`src/design/drtb_pkg.sv`:
```
// drtb_pkg: shared types, constants and helpers for the dial retry table.
// Used by drtb_cell, drtb_head and dial_retry_table_backoff; no dependencies.
package drtb_pkg;

    localparam int SLOTS     = 16;
    localparam int TIME_BITS = 48;
    localparam int KEY_W     = 64;
    localparam int BOFF_W    = 16;
    localparam int POS_W     = (SLOTS > 1) ? $clog2(SLOTS) : 1;
    localparam int CNT_W     = $clog2(SLOTS + 1);

    localparam logic [2:0] ACT_ADD    = 3'd0;
    localparam logic [2:0] ACT_REMOVE = 3'd1;
    localparam logic [2:0] ACT_NEXT   = 3'd2;
    localparam logic [2:0] ACT_REPORT = 3'd3;
    localparam logic [2:0] ACT_CLEAR  = 3'd4;

    localparam logic [1:0] ST_NONE    = 2'd0;
    localparam logic [1:0] ST_DONE    = 2'd1;
    localparam logic [1:0] ST_EXISTED = 2'd1;
    localparam logic [1:0] ST_ADDED   = 2'd2;

    localparam logic CFG_BASE = 1'b0;
    localparam logic CFG_MAX  = 1'b1;

    typedef struct packed {
        logic [2:0]       action;
        logic [KEY_W-1:0] host_key;
        logic             persistent;
        logic             success;
        logic [47:0]      now;
        logic [15:0]      connected_mask;
    } in_item_t;

    typedef struct packed {
        logic [1:0]       status;
        logic [KEY_W-1:0] chosen_key;
        logic [3:0]       chosen_slot;
        logic [4:0]       entry_count;
        logic             listed;
    } out_item_t;

    typedef struct packed {
        logic [KEY_W-1:0]     key;
        logic                 used;
        logic                 pers;
        logic [TIME_BITS-1:0] next_time;
        logic [BOFF_W-1:0]    backoff;
    } entry_t;

    typedef struct packed {
        logic             find;
        logic             apply;
        logic [POS_W-1:0] pos;
    } scan_ctrl_t;

    typedef enum logic [1:0] {
        S_IDLE,
        S_FIND,
        S_APPLY,
        S_FLUSH
    } state_t;

    // saturating time sum
    function automatic logic [TIME_BITS-1:0] time_add(
        input logic [TIME_BITS-1:0] t,
        input logic [BOFF_W-1:0]    d
    );
        logic [TIME_BITS:0] s;
        s = {1'b0, t} + (TIME_BITS + 1)'(d);
        return s[TIME_BITS] ? {TIME_BITS{1'b1}} : s[TIME_BITS-1:0];
    endfunction

endpackage

```
`src/design/dial_retry_table_backoff.sv`:
```
// dial_retry_table_backoff: dial target table with capped exponential backoff.
// Depends on drtb_pkg, drtb_cell and drtb_head.
//
// Usage:
//   in_valid/in_stall/in_item carry one action (add, remove, next, report,
//   clear). out_valid/out_stall/out_item return exactly one result per item.
//   cfg_we/cfg_addr/cfg_wdata write base (0) and max (1) backoff seconds;
//   write only while the block is idle.
// Operation:
//   The table lives in a ring of SLOTS cells that rotates once per pass.
//   Each item takes two passes: a lookup pass (match and first free slot)
//   and an update pass (modify entries, count, listed). The result is
//   registered after the update pass; a new item is taken only once
//   the result has been loaded into the output register.
// Reset:
//   All slots become unused; base is 30 and max is 3600.
// Stall:
//   The result register holds its item while out_stall is high; a finished
//   scan waits until the register is free, and in_stall stays high meanwhile.
module dial_retry_table_backoff (
    input  logic                        clk,
    input  logic                        rst_n,
    input  logic                        in_valid,
    output logic                        in_stall,
    input  drtb_pkg::in_item_t          in_item,
    output logic                        out_valid,
    input  logic                        out_stall,
    output drtb_pkg::out_item_t         out_item,
    input  logic                        cfg_we,
    input  logic                        cfg_addr,
    input  logic [drtb_pkg::BOFF_W-1:0] cfg_wdata
);

    drtb_pkg::state_t              state_reg, state_next;
    logic [drtb_pkg::POS_W-1:0]    pos_reg, pos_next;
    drtb_pkg::in_item_t            item_reg;
    logic [drtb_pkg::BOFF_W-1:0]   base_reg;
    logic [drtb_pkg::BOFF_W-1:0]   max_reg;
    logic                          out_valid_reg, out_valid_next;
    drtb_pkg::out_item_t           out_item_reg;
    drtb_pkg::out_item_t           result;
    drtb_pkg::scan_ctrl_t          ctrl;
    drtb_pkg::entry_t              ring_q [drtb_pkg::SLOTS];
    drtb_pkg::entry_t              head_out;
    logic                          in_acc;
    logic                          load_out;
    logic                          shift;
    logic                          last_pos;

    assign in_acc   = in_valid && !in_stall;
    assign shift    = (state_reg == drtb_pkg::S_FIND) || (state_reg == drtb_pkg::S_APPLY);
    assign last_pos = (pos_reg == drtb_pkg::POS_W'(drtb_pkg::SLOTS - 1));

    assign ctrl.find  = (state_reg == drtb_pkg::S_FIND);
    assign ctrl.apply = (state_reg == drtb_pkg::S_APPLY);
    assign ctrl.pos   = pos_reg;

    always_comb
    begin
        state_next     = state_reg;
        pos_next       = pos_reg;
        in_stall       = 1'b1;
        load_out       = 1'b0;
        out_valid_next = out_valid_reg && out_stall;
        unique case (state_reg)
            drtb_pkg::S_IDLE:
            begin
                in_stall = 1'b0;
                pos_next = '0;
                if (in_valid)
                begin
                    state_next = drtb_pkg::S_FIND;
                end
            end
            drtb_pkg::S_FIND:
            begin
                pos_next = last_pos ? '0 : pos_reg + 1'b1;
                if (last_pos)
                begin
                    state_next = drtb_pkg::S_APPLY;
                end
            end
            drtb_pkg::S_APPLY:
            begin
                pos_next = last_pos ? '0 : pos_reg + 1'b1;
                if (last_pos)
                begin
                    state_next = drtb_pkg::S_FLUSH;
                end
            end
            drtb_pkg::S_FLUSH:
            begin
                if (!out_valid_reg || !out_stall)
                begin
                    load_out       = 1'b1;
                    out_valid_next = 1'b1;
                    state_next     = drtb_pkg::S_IDLE;
                end
            end
            default:
            begin
                state_next = drtb_pkg::S_IDLE;
            end
        endcase
    end

    always_ff @(posedge clk or negedge rst_n)
    begin
        if (!rst_n)
        begin
            state_reg     <= drtb_pkg::S_IDLE;
            pos_reg       <= '0;
            out_valid_reg <= 1'b0;
            base_reg      <= 16'd30;
            max_reg       <= 16'd3600;
        end
        else
        begin
            state_reg     <= state_next;
            pos_reg       <= pos_next;
            out_valid_reg <= out_valid_next;
            if (cfg_we && (cfg_addr == drtb_pkg::CFG_BASE))
            begin
                base_reg <= cfg_wdata;
            end
            if (cfg_we && (cfg_addr == drtb_pkg::CFG_MAX))
            begin
                max_reg <= cfg_wdata;
            end
        end
    end

    always_ff @(posedge clk)
    begin
        if (in_acc)
        begin
            item_reg <= in_item;
        end
        if (load_out)
        begin
            out_item_reg <= result;
        end
    end

    genvar gi;
    generate
        for (gi = 0; gi < drtb_pkg::SLOTS; gi++)
        begin : g_ring
            if (gi == drtb_pkg::SLOTS - 1)
            begin : g_tail
                drtb_cell u_cell (
                    .clk   (clk),
                    .rst_n (rst_n),
                    .shift (shift),
                    .d     (head_out),
                    .q     (ring_q[gi])
                );
            end
            else
            begin : g_mid
                drtb_cell u_cell (
                    .clk   (clk),
                    .rst_n (rst_n),
                    .shift (shift),
                    .d     (ring_q[gi+1]),
                    .q     (ring_q[gi])
                );
            end
        end
    endgenerate

    drtb_head u_head (
        .clk      (clk),
        .rst_n    (rst_n),
        .ctrl     (ctrl),
        .item     (item_reg),
        .base     (base_reg),
        .max_boff (max_reg),
        .ent_in   (ring_q[0]),
        .ent_out  (head_out),
        .result   (result)
    );

    assign out_valid = out_valid_reg;
    assign out_item  = out_item_reg;

`ifndef SYNTH
    a_count_range: assert property (@(posedge clk) disable iff (!rst_n)
        out_valid |-> (out_item.entry_count <= 5'(drtb_pkg::SLOTS)))
        else $error("entry count above table size");

    a_key_needs_done: assert property (@(posedge clk) disable iff (!rst_n)
        (out_valid && (out_item.chosen_key != '0)) |-> (out_item.status == drtb_pkg::ST_DONE))
        else $error("chosen key without done status");

    a_accept_starts_scan: assert property (@(posedge clk) disable iff (!rst_n)
        in_acc |=> (state_reg == drtb_pkg::S_FIND) && (pos_reg == '0))
        else $error("accepted item did not start a lookup pass");
`endif

endmodule

```
`src/design/drtb_cell.sv`:
```
// drtb_cell: one slot of the rotating entry ring.
// Depends on drtb_pkg (entry_t).
module drtb_cell (
    input  logic             clk,
    input  logic             rst_n,
    input  logic             shift,
    input  drtb_pkg::entry_t d,
    output drtb_pkg::entry_t q
);

    logic                         used_reg;
    logic [drtb_pkg::KEY_W-1:0]     key_reg;
    logic                         pers_reg;
    logic [drtb_pkg::TIME_BITS-1:0] time_reg;
    logic [drtb_pkg::BOFF_W-1:0]    boff_reg;

    always_ff @(posedge clk or negedge rst_n)
    begin
        if (!rst_n)
        begin
            used_reg <= 1'b0;
        end
        else if (shift)
        begin
            used_reg <= d.used;
        end
    end

    always_ff @(posedge clk)
    begin
        if (shift)
        begin
            key_reg  <= d.key;
            pers_reg <= d.pers;
            time_reg <= d.next_time;
            boff_reg <= d.backoff;
        end
    end

    assign q = '{key: key_reg, used: used_reg, pers: pers_reg,
                 next_time: time_reg, backoff: boff_reg};

endmodule

```
`src/design/drtb_head.sv`:
```
// drtb_head: processing cell at the end of the ring; looks up, updates and
// accumulates per item. Depends on drtb_pkg.
module drtb_head (
    input  logic                        clk,
    input  logic                        rst_n,
    input  drtb_pkg::scan_ctrl_t        ctrl,
    input  drtb_pkg::in_item_t          item,
    input  logic [drtb_pkg::BOFF_W-1:0] base,
    input  logic [drtb_pkg::BOFF_W-1:0] max_boff,
    input  drtb_pkg::entry_t            ent_in,
    output drtb_pkg::entry_t            ent_out,
    output drtb_pkg::out_item_t         result
);

    logic                         found_reg, found_next;
    logic [drtb_pkg::POS_W-1:0]   fidx_reg, fidx_next;
    logic                         free_reg, free_next;
    logic [drtb_pkg::POS_W-1:0]   free_idx_reg, free_idx_next;
    logic                         done_reg, done_next;
    logic [drtb_pkg::KEY_W-1:0]   ckey_reg, ckey_next;
    logic [drtb_pkg::POS_W-1:0]   cslot_reg, cslot_next;
    logic [drtb_pkg::CNT_W-1:0]   count_reg, count_next;
    logic                         listed_reg, listed_next;

    logic                         first;
    logic                         hit;
    logic                         take;
    logic                         due;
    logic                         conn_bit;
    logic [6:0]                   pos_wide;
    logic [drtb_pkg::BOFF_W-1:0]  delta;
    logic [drtb_pkg::TIME_BITS-1:0] sum;
    logic [drtb_pkg::BOFF_W:0]    dbl;
    logic                         done_prev;
    logic [drtb_pkg::CNT_W-1:0]   count_prev;
    logic                         listed_prev;
    drtb_pkg::entry_t             e_n;

    assign first    = (ctrl.pos == '0);
    assign hit      = found_reg && (ctrl.pos == fidx_reg);
    assign pos_wide = 7'(ctrl.pos);
    assign conn_bit = (pos_wide < 7'd16) && item.connected_mask[pos_wide[3:0]];
    assign due      = ent_in.used && (ent_in.next_time <= item.now);
    assign dbl      = {ent_in.backoff, 1'b0};

    // one adder serves next and report
    always_comb
    begin
        if (item.action == drtb_pkg::ACT_NEXT)
        begin
            delta = conn_bit ? base : ent_in.backoff;
        end
        else
        begin
            delta = item.success ? base : ent_in.backoff;
        end
    end

    assign sum = drtb_pkg::time_add(item.now, delta);

    always_comb
    begin
        done_prev   = first ? 1'b0 : done_reg;
        count_prev  = first ? '0 : count_reg;
        listed_prev = first ? 1'b0 : listed_reg;
        e_n         = ent_in;
        take        = 1'b0;

        if (ctrl.apply)
        begin
            unique case (item.action)
                drtb_pkg::ACT_ADD:
                begin
                    if (item.host_key != '0)
                    begin
                        if (found_reg)
                        begin
                            if (hit && item.persistent)
                            begin
                                e_n.pers = 1'b1;
                            end
                        end
                        else if (free_reg && (ctrl.pos == free_idx_reg))
                        begin
                            e_n.key       = item.host_key;
                            e_n.used      = 1'b1;
                            e_n.pers      = item.persistent;
                            e_n.next_time = item.now;
                            e_n.backoff   = base;
                        end
                    end
                end
                drtb_pkg::ACT_REMOVE:
                begin
                    if (hit)
                    begin
                        e_n.used = 1'b0;
                    end
                end
                drtb_pkg::ACT_NEXT:
                begin
                    if (!done_prev && due)
                    begin
                        if (conn_bit)
                        begin
                            e_n.next_time = sum;
                        end
                        else
                        begin
                            take = 1'b1;
                            if (!ent_in.pers)
                            begin
                                e_n.used = 1'b0;
                            end
                            else
                            begin
                                e_n.next_time = sum;
                            end
                        end
                    end
                end
                drtb_pkg::ACT_REPORT:
                begin
                    if (hit)
                    begin
                        e_n.next_time = sum;
                        if (item.success)
                        begin
                            e_n.backoff = base;
                        end
                        else if (dbl > {1'b0, max_boff})
                        begin
                            e_n.backoff = max_boff;
                        end
                        else
                        begin
                            e_n.backoff = dbl[drtb_pkg::BOFF_W-1:0];
                        end
                    end
                end
                drtb_pkg::ACT_CLEAR:
                begin
                    e_n.used = 1'b0;
                end
                default:
                begin
                    e_n = ent_in;
                end
            endcase
        end

        found_next    = found_reg;
        fidx_next     = fidx_reg;
        free_next     = free_reg;
        free_idx_next = free_idx_reg;
        if (ctrl.find)
        begin
            found_next = first ? 1'b0 : found_reg;
            free_next  = first ? 1'b0 : free_reg;
            if (!found_next && ent_in.used && (ent_in.key == item.host_key))
            begin
                found_next = 1'b1;
                fidx_next  = ctrl.pos;
            end
            if (!free_next && !ent_in.used)
            begin
                free_next     = 1'b1;
                free_idx_next = ctrl.pos;
            end
        end

        done_next   = done_reg;
        ckey_next   = ckey_reg;
        cslot_next  = cslot_reg;
        count_next  = count_reg;
        listed_next = listed_reg;
        if (ctrl.apply)
        begin
            done_next   = done_prev | take;
            if (take)
            begin
                ckey_next  = ent_in.key;
                cslot_next = ctrl.pos;
            end
            count_next  = count_prev + drtb_pkg::CNT_W'(e_n.used);
            listed_next = listed_prev
                        | (e_n.used && e_n.pers && (e_n.key == item.host_key));
        end
    end

    always_ff @(posedge clk or negedge rst_n)
    begin
        if (!rst_n)
        begin
            found_reg  <= 1'b0;
            free_reg   <= 1'b0;
            done_reg   <= 1'b0;
            count_reg  <= '0;
            listed_reg <= 1'b0;
        end
        else
        begin
            found_reg  <= found_next;
            free_reg   <= free_next;
            done_reg   <= done_next;
            count_reg  <= count_next;
            listed_reg <= listed_next;
        end
    end

    always_ff @(posedge clk)
    begin
        fidx_reg     <= fidx_next;
        free_idx_reg <= free_idx_next;
        ckey_reg     <= ckey_next;
        cslot_reg    <= cslot_next;
    end

    assign ent_out = e_n;

    always_comb
    begin
        result             = '0;
        result.entry_count = 5'(count_reg);
        result.listed      = listed_reg;
        unique case (item.action)
            drtb_pkg::ACT_ADD:
            begin
                if (item.host_key != '0)
                begin
                    if (found_reg)
                    begin
                        result.status      = drtb_pkg::ST_EXISTED;
                        result.chosen_slot = 4'(fidx_reg);
                    end
                    else if (free_reg)
                    begin
                        result.status      = drtb_pkg::ST_ADDED;
                        result.chosen_slot = 4'(free_idx_reg);
                    end
                end
            end
            drtb_pkg::ACT_REMOVE, drtb_pkg::ACT_REPORT:
            begin
                if (found_reg)
                begin
                    result.status      = drtb_pkg::ST_DONE;
                    result.chosen_slot = 4'(fidx_reg);
                end
            end
            drtb_pkg::ACT_NEXT:
            begin
                if (done_reg)
                begin
                    result.status      = drtb_pkg::ST_DONE;
                    result.chosen_key  = ckey_reg;
                    result.chosen_slot = 4'(cslot_reg);
                end
            end
            drtb_pkg::ACT_CLEAR:
            begin
                result.status = drtb_pkg::ST_DONE;
            end
            default:
            begin
                result.status = drtb_pkg::ST_NONE;
            end
        endcase
    end

endmodule

```
`config.mk`:
```
export PLATFORM = sky130hd
export DESIGN_NAME = dial_retry_table_backoff
export DESIGN_NICKNAME = d
export VERILOG_FILES = /design/src/design/drtb_pkg.sv /design/src/design/dial_retry_table_backoff.sv /design/src/design/drtb_cell.sv /design/src/design/drtb_head.sv
export SDC_FILE = /design/constraint.sdc
export NUM_CORES = 2
export LEC_CHECK = 0
export ABC_CLOCK_PERIOD_IN_PS = 62400
export BUFFER_PORTS_ARGS = -buffer_cell sky130_fd_sc_hd__buf_2
export CORE_MARGIN = 1.5
export CORE_UTILIZATION = 40
export CTS_BUF_LIST = sky130_fd_sc_hd__clkbuf_16
export CTS_CLUSTER_SIZE = 20
export DETAILED_ROUTE_END_ITERATION = 6
export GPL_ROUTABILITY_DRIVEN = 0
export GPL_TIMING_DRIVEN = 0
export MAX_ROUTING_LAYER = met4
export PLACE_DENSITY = 0.65
export SETUP_SLACK_MARGIN = 0.2
export SYNTH_ARGS = -nofsm -noshare
export SYNTH_HDL_FRONTEND = slang
export SYNTH_SLANG_ARGS = --single-unit
```
`constraint.sdc`:
```
create_clock -name clk -period 62.4 [get_ports clk]
set_clock_uncertainty 0.2 [all_clocks]
set_input_delay 9.36 -clock clk [delete_from_list [all_inputs] [get_ports clk]]
set_output_delay 9.36 -clock clk [all_outputs]
set_load 0.02 [all_outputs]
```
==> metrics <==
Placement Rows=166; initial core utilization=40.16%; minimum clock period=11.35 ns; CTS tree=yes; largest net degree at the start of global routing=80; failing checks=design-rule violations; worst vdd ir=0.04058 mV; vias per inst=5.021; total grt overflow=0; Synth Cell Area=82000 µm²; Post-Synth Simple-Gate Area=2.887%; synthesis-to-finish area growth=16.21%; clock transition at the registers of the reported paths=0.06 ns; First-pass DRT Iterations=7; PortBufs=232; RSZ-0062 raised after global routing=false; synth top area cells=edfxtp_1 (86%), mux2_2 (1.8%), dfrtp_1 (1.7%); Critical Path Sink Type=output port; YS warnings=0; clock buffer depth=3; clk_lat worst skew=0.86 ns; wire per inst=21.73 µm; Crit path largest cell delay=0.42 ns; largest family of logic cells by synthesized area=compound AO/OA/AOI/OAI gates; number of synthesized flops with an enable pin=2349; area leader, netlist=edfxtp_1; initial drt markers=4061; post-route ant nets=0; Rel. slew slack=9.614%; Synth Area per Inst=21.65 µm²; post-synthesis mux area share=2.559%; crit-path most repeated cell=inv_1; initial antenna violation count=7; slowest stage cell, crit path=dfrtp_1; Layout Nets=4550; CTS HTree Levels=4; Top delay family on crit path=flip-flops; area of the core=204200 µm²; post-synthesis compound-gate area fraction=3.175%; Final Hold Viols=0; final hold slack=0.1940 ns; flip-flop count of the largest register after layout=960; Data required, critical path=52.84 ns; most frequent cell after synthesis=edfxtp_1; gr usage total=15.31%; Adder-Cell Fraction of Synth Area=1.382%; Max FO, Critical Path=4; Post-synth top flop=edfxtp_1; CTS Sinks=2413; DP HPWL=103.1 mm; Setup CP Type=reg2out; Least-Margin Pin Slew=1.351 ns; post_cts resized=0; Syn Nets=4032; Crit path arrival time=1.79 ns; Synth Area in XOR/XNOR=1.164%; Syn Inst Count=3787; root buffer cell=clkbuf_16; post-route setup TNS=0 ns; fill count=16680; Power Density=50.19 nW/µm²; Final period util=18.18%; final setup vio count=0; Yosys reg bits=2413; share of the synthesized area in the top cell type=86.02%; Async SR Flop Fraction=2.652%; Slew Limit Fails=0; boundary pin count=233; library cells used by synthesis=85; layout cell share with drive strength beyond 1=18.00%; status=complete, but fails checks; synth cell count leaders=edfxtp_1 (2349), mux2_2 (132), a21oi_1 (97), nand2_1 (97), ha_1 (89); vias=36150; die height=455.8 µm; number of buffers created by CTS=233; Register Area=72150 µm²; Post-CTS Hold Buffers=0; crit path cell chain=inv_1 > ha_4 > inv_1 > buf_2; Final Instance Area=95290 µm²; # DRC=9; max-cap viol count=0; width of the die=455.8 µm; Leak Pwr=29.18 nW; CP Launch Type=register; final wirelength=156.4 mm; Post-DP Area=87680 µm²; Worst Path Buf+Inv=3; area of the multi-input gates=9209 µm²; Max Clk Rate=88.13 MHz; die area=207700 µm²; first-pass GRT wire length=228.1 mm; worst min path class=reg2reg; vias in the first global route=35420; number of setup buffers added after CTS=0; register area share after synthesis=87.99%
[kinds of logic after synthesis]
logic type               Yosys count
buffers and inverters            163
flip-flops                      2413
AO/OA/AOI/OAI                    380
adder cells (fa/ha/maj)           90
XOR/XNOR                         109
AND/OR/NAND/NOR                  444
multiplexers                     188
[placed cells by master (no fill, tap or decap), drive strengths merged, types with 79 or more instances in the layout]
| cell type | count |
|---|---|
| a21oi | 99 |
| and3 | 79 |
| buf | 317 |
| clkbuf | 287 |
| clkinv | 110 |
| edfxtp | 2349 |
| ha | 89 |
| inv | 140 |
| mux2 | 133 |
| nand2 | 97 |
| nor2 | 88 |
[per-layer routing]
| layer | track usage [%] | vias up | part of all wire (%) |
|---|---|---|---|
| met4 | 6.877 | 0 | 4.4 |
| met5 | - | - | 0 |
| li1 | - | 16170 | - |
| met3 | 2.659 | 387 | 5.6 |
| met2 | 22.61 | 1273 | 46 |
| met1 | 20.87 | 18320 | 44 |
[layout make-up]
cell class / count / area share, %
clock inverter: 199 / 1.767
buffer: 85 / 0.4189
clock buffer: 236 / 6.198
timing repair buffer: 283 / 2.379
multi-input combinational: 1211 / 9.665
sequential: 2413 / 75.72
antenna: 6 / 0.01576
tap: 2688 / 3.530
inverter: 78 / 0.3073
[metrics by stage]
| step | total power, mW | utilization [%] | std cells | worst slack, ns |
|---|---|---|---|---|
| 2_1_floorplan | 4.575 | - | 3787 | 17.35 |
| 5_1_grt | 5.001 | 46.66 | 7193 | 50.94 |
| 3_3_place_gp | 4.553 | 42.38 | 6707 | 3.073 |
| 3_5_place_dp | 3.471 | 42.95 | 6758 | 50.93 |
| 4_1_cts | 4.847 | 46.66 | 7193 | 50.97 |
| 6_report | 4.783 | 46.67 | 7199 | 51.05 |
[path summary, 6_finish.rpt]
| check | start | endpoint | slack [ns] | cells after the start |
|---|---|---|---|---|
| max in group asynchronous | rst_n | state_reg[1]$_DFFE_PN0P_ | 53.19 | 2 |
| worst min register to register | g_ring[7].g_mid.u_cell.boff_reg[7]$_DFFE_PP_ | g_ring[6].g_mid.u_cell.boff_reg[7]$_DFFE_PP_ | 0.19 | 0 |
| min in group asynchronous | rst_n | base_reg[11]$_DFFE_PN0P_ | 8.20 | 1 |
| worst max register to register | pos_reg[0]$_DFFE_PN0P_ | g_ring[15].g_tail.u_cell.time_reg[10]$_DFFE_PP_ | 55.30 | 18 |
| worst max-delay path | state_reg[0]$_DFFE_PN0P_ | in_stall | 51.05 | 4 |
| worst min-delay path | g_ring[7].g_mid.u_cell.boff_reg[7]$_DFFE_PP_ | g_ring[6].g_mid.u_cell.boff_reg[7]$_DFFE_PP_ | 0.19 | 0 |
[power by group]
part	total [mW]	internal, mW	switching [mW]
Combinational	0.856	0.194	0.662
Clock	1.37	0.778	0.587
Sequential	2.56	2.47	0.0906
Total	4.78	3.44	1.34
[worst reg2reg max path, stage by stage (launching register included)]
cell and delay, ns:
dfrtp_1 0.44, buf_4 0.25, mux4_2 0.51, mux2i_1 0.20, mux2_2 0.33, nor2_1 0.09
a21oi_2 0.40, buf_2 0.37, mux2_2 0.43, ha_1 0.39, a21oi_1 0.27, o21ai_1 0.15
a21oi_2 0.47, nand2_1 0.43, nand2_1 0.36, clkbuf_1 0.65, a21boi_0 0.22, a221oi_1 0.27
o21ai_0 0.30
Power figures use the tool's default switching activity.
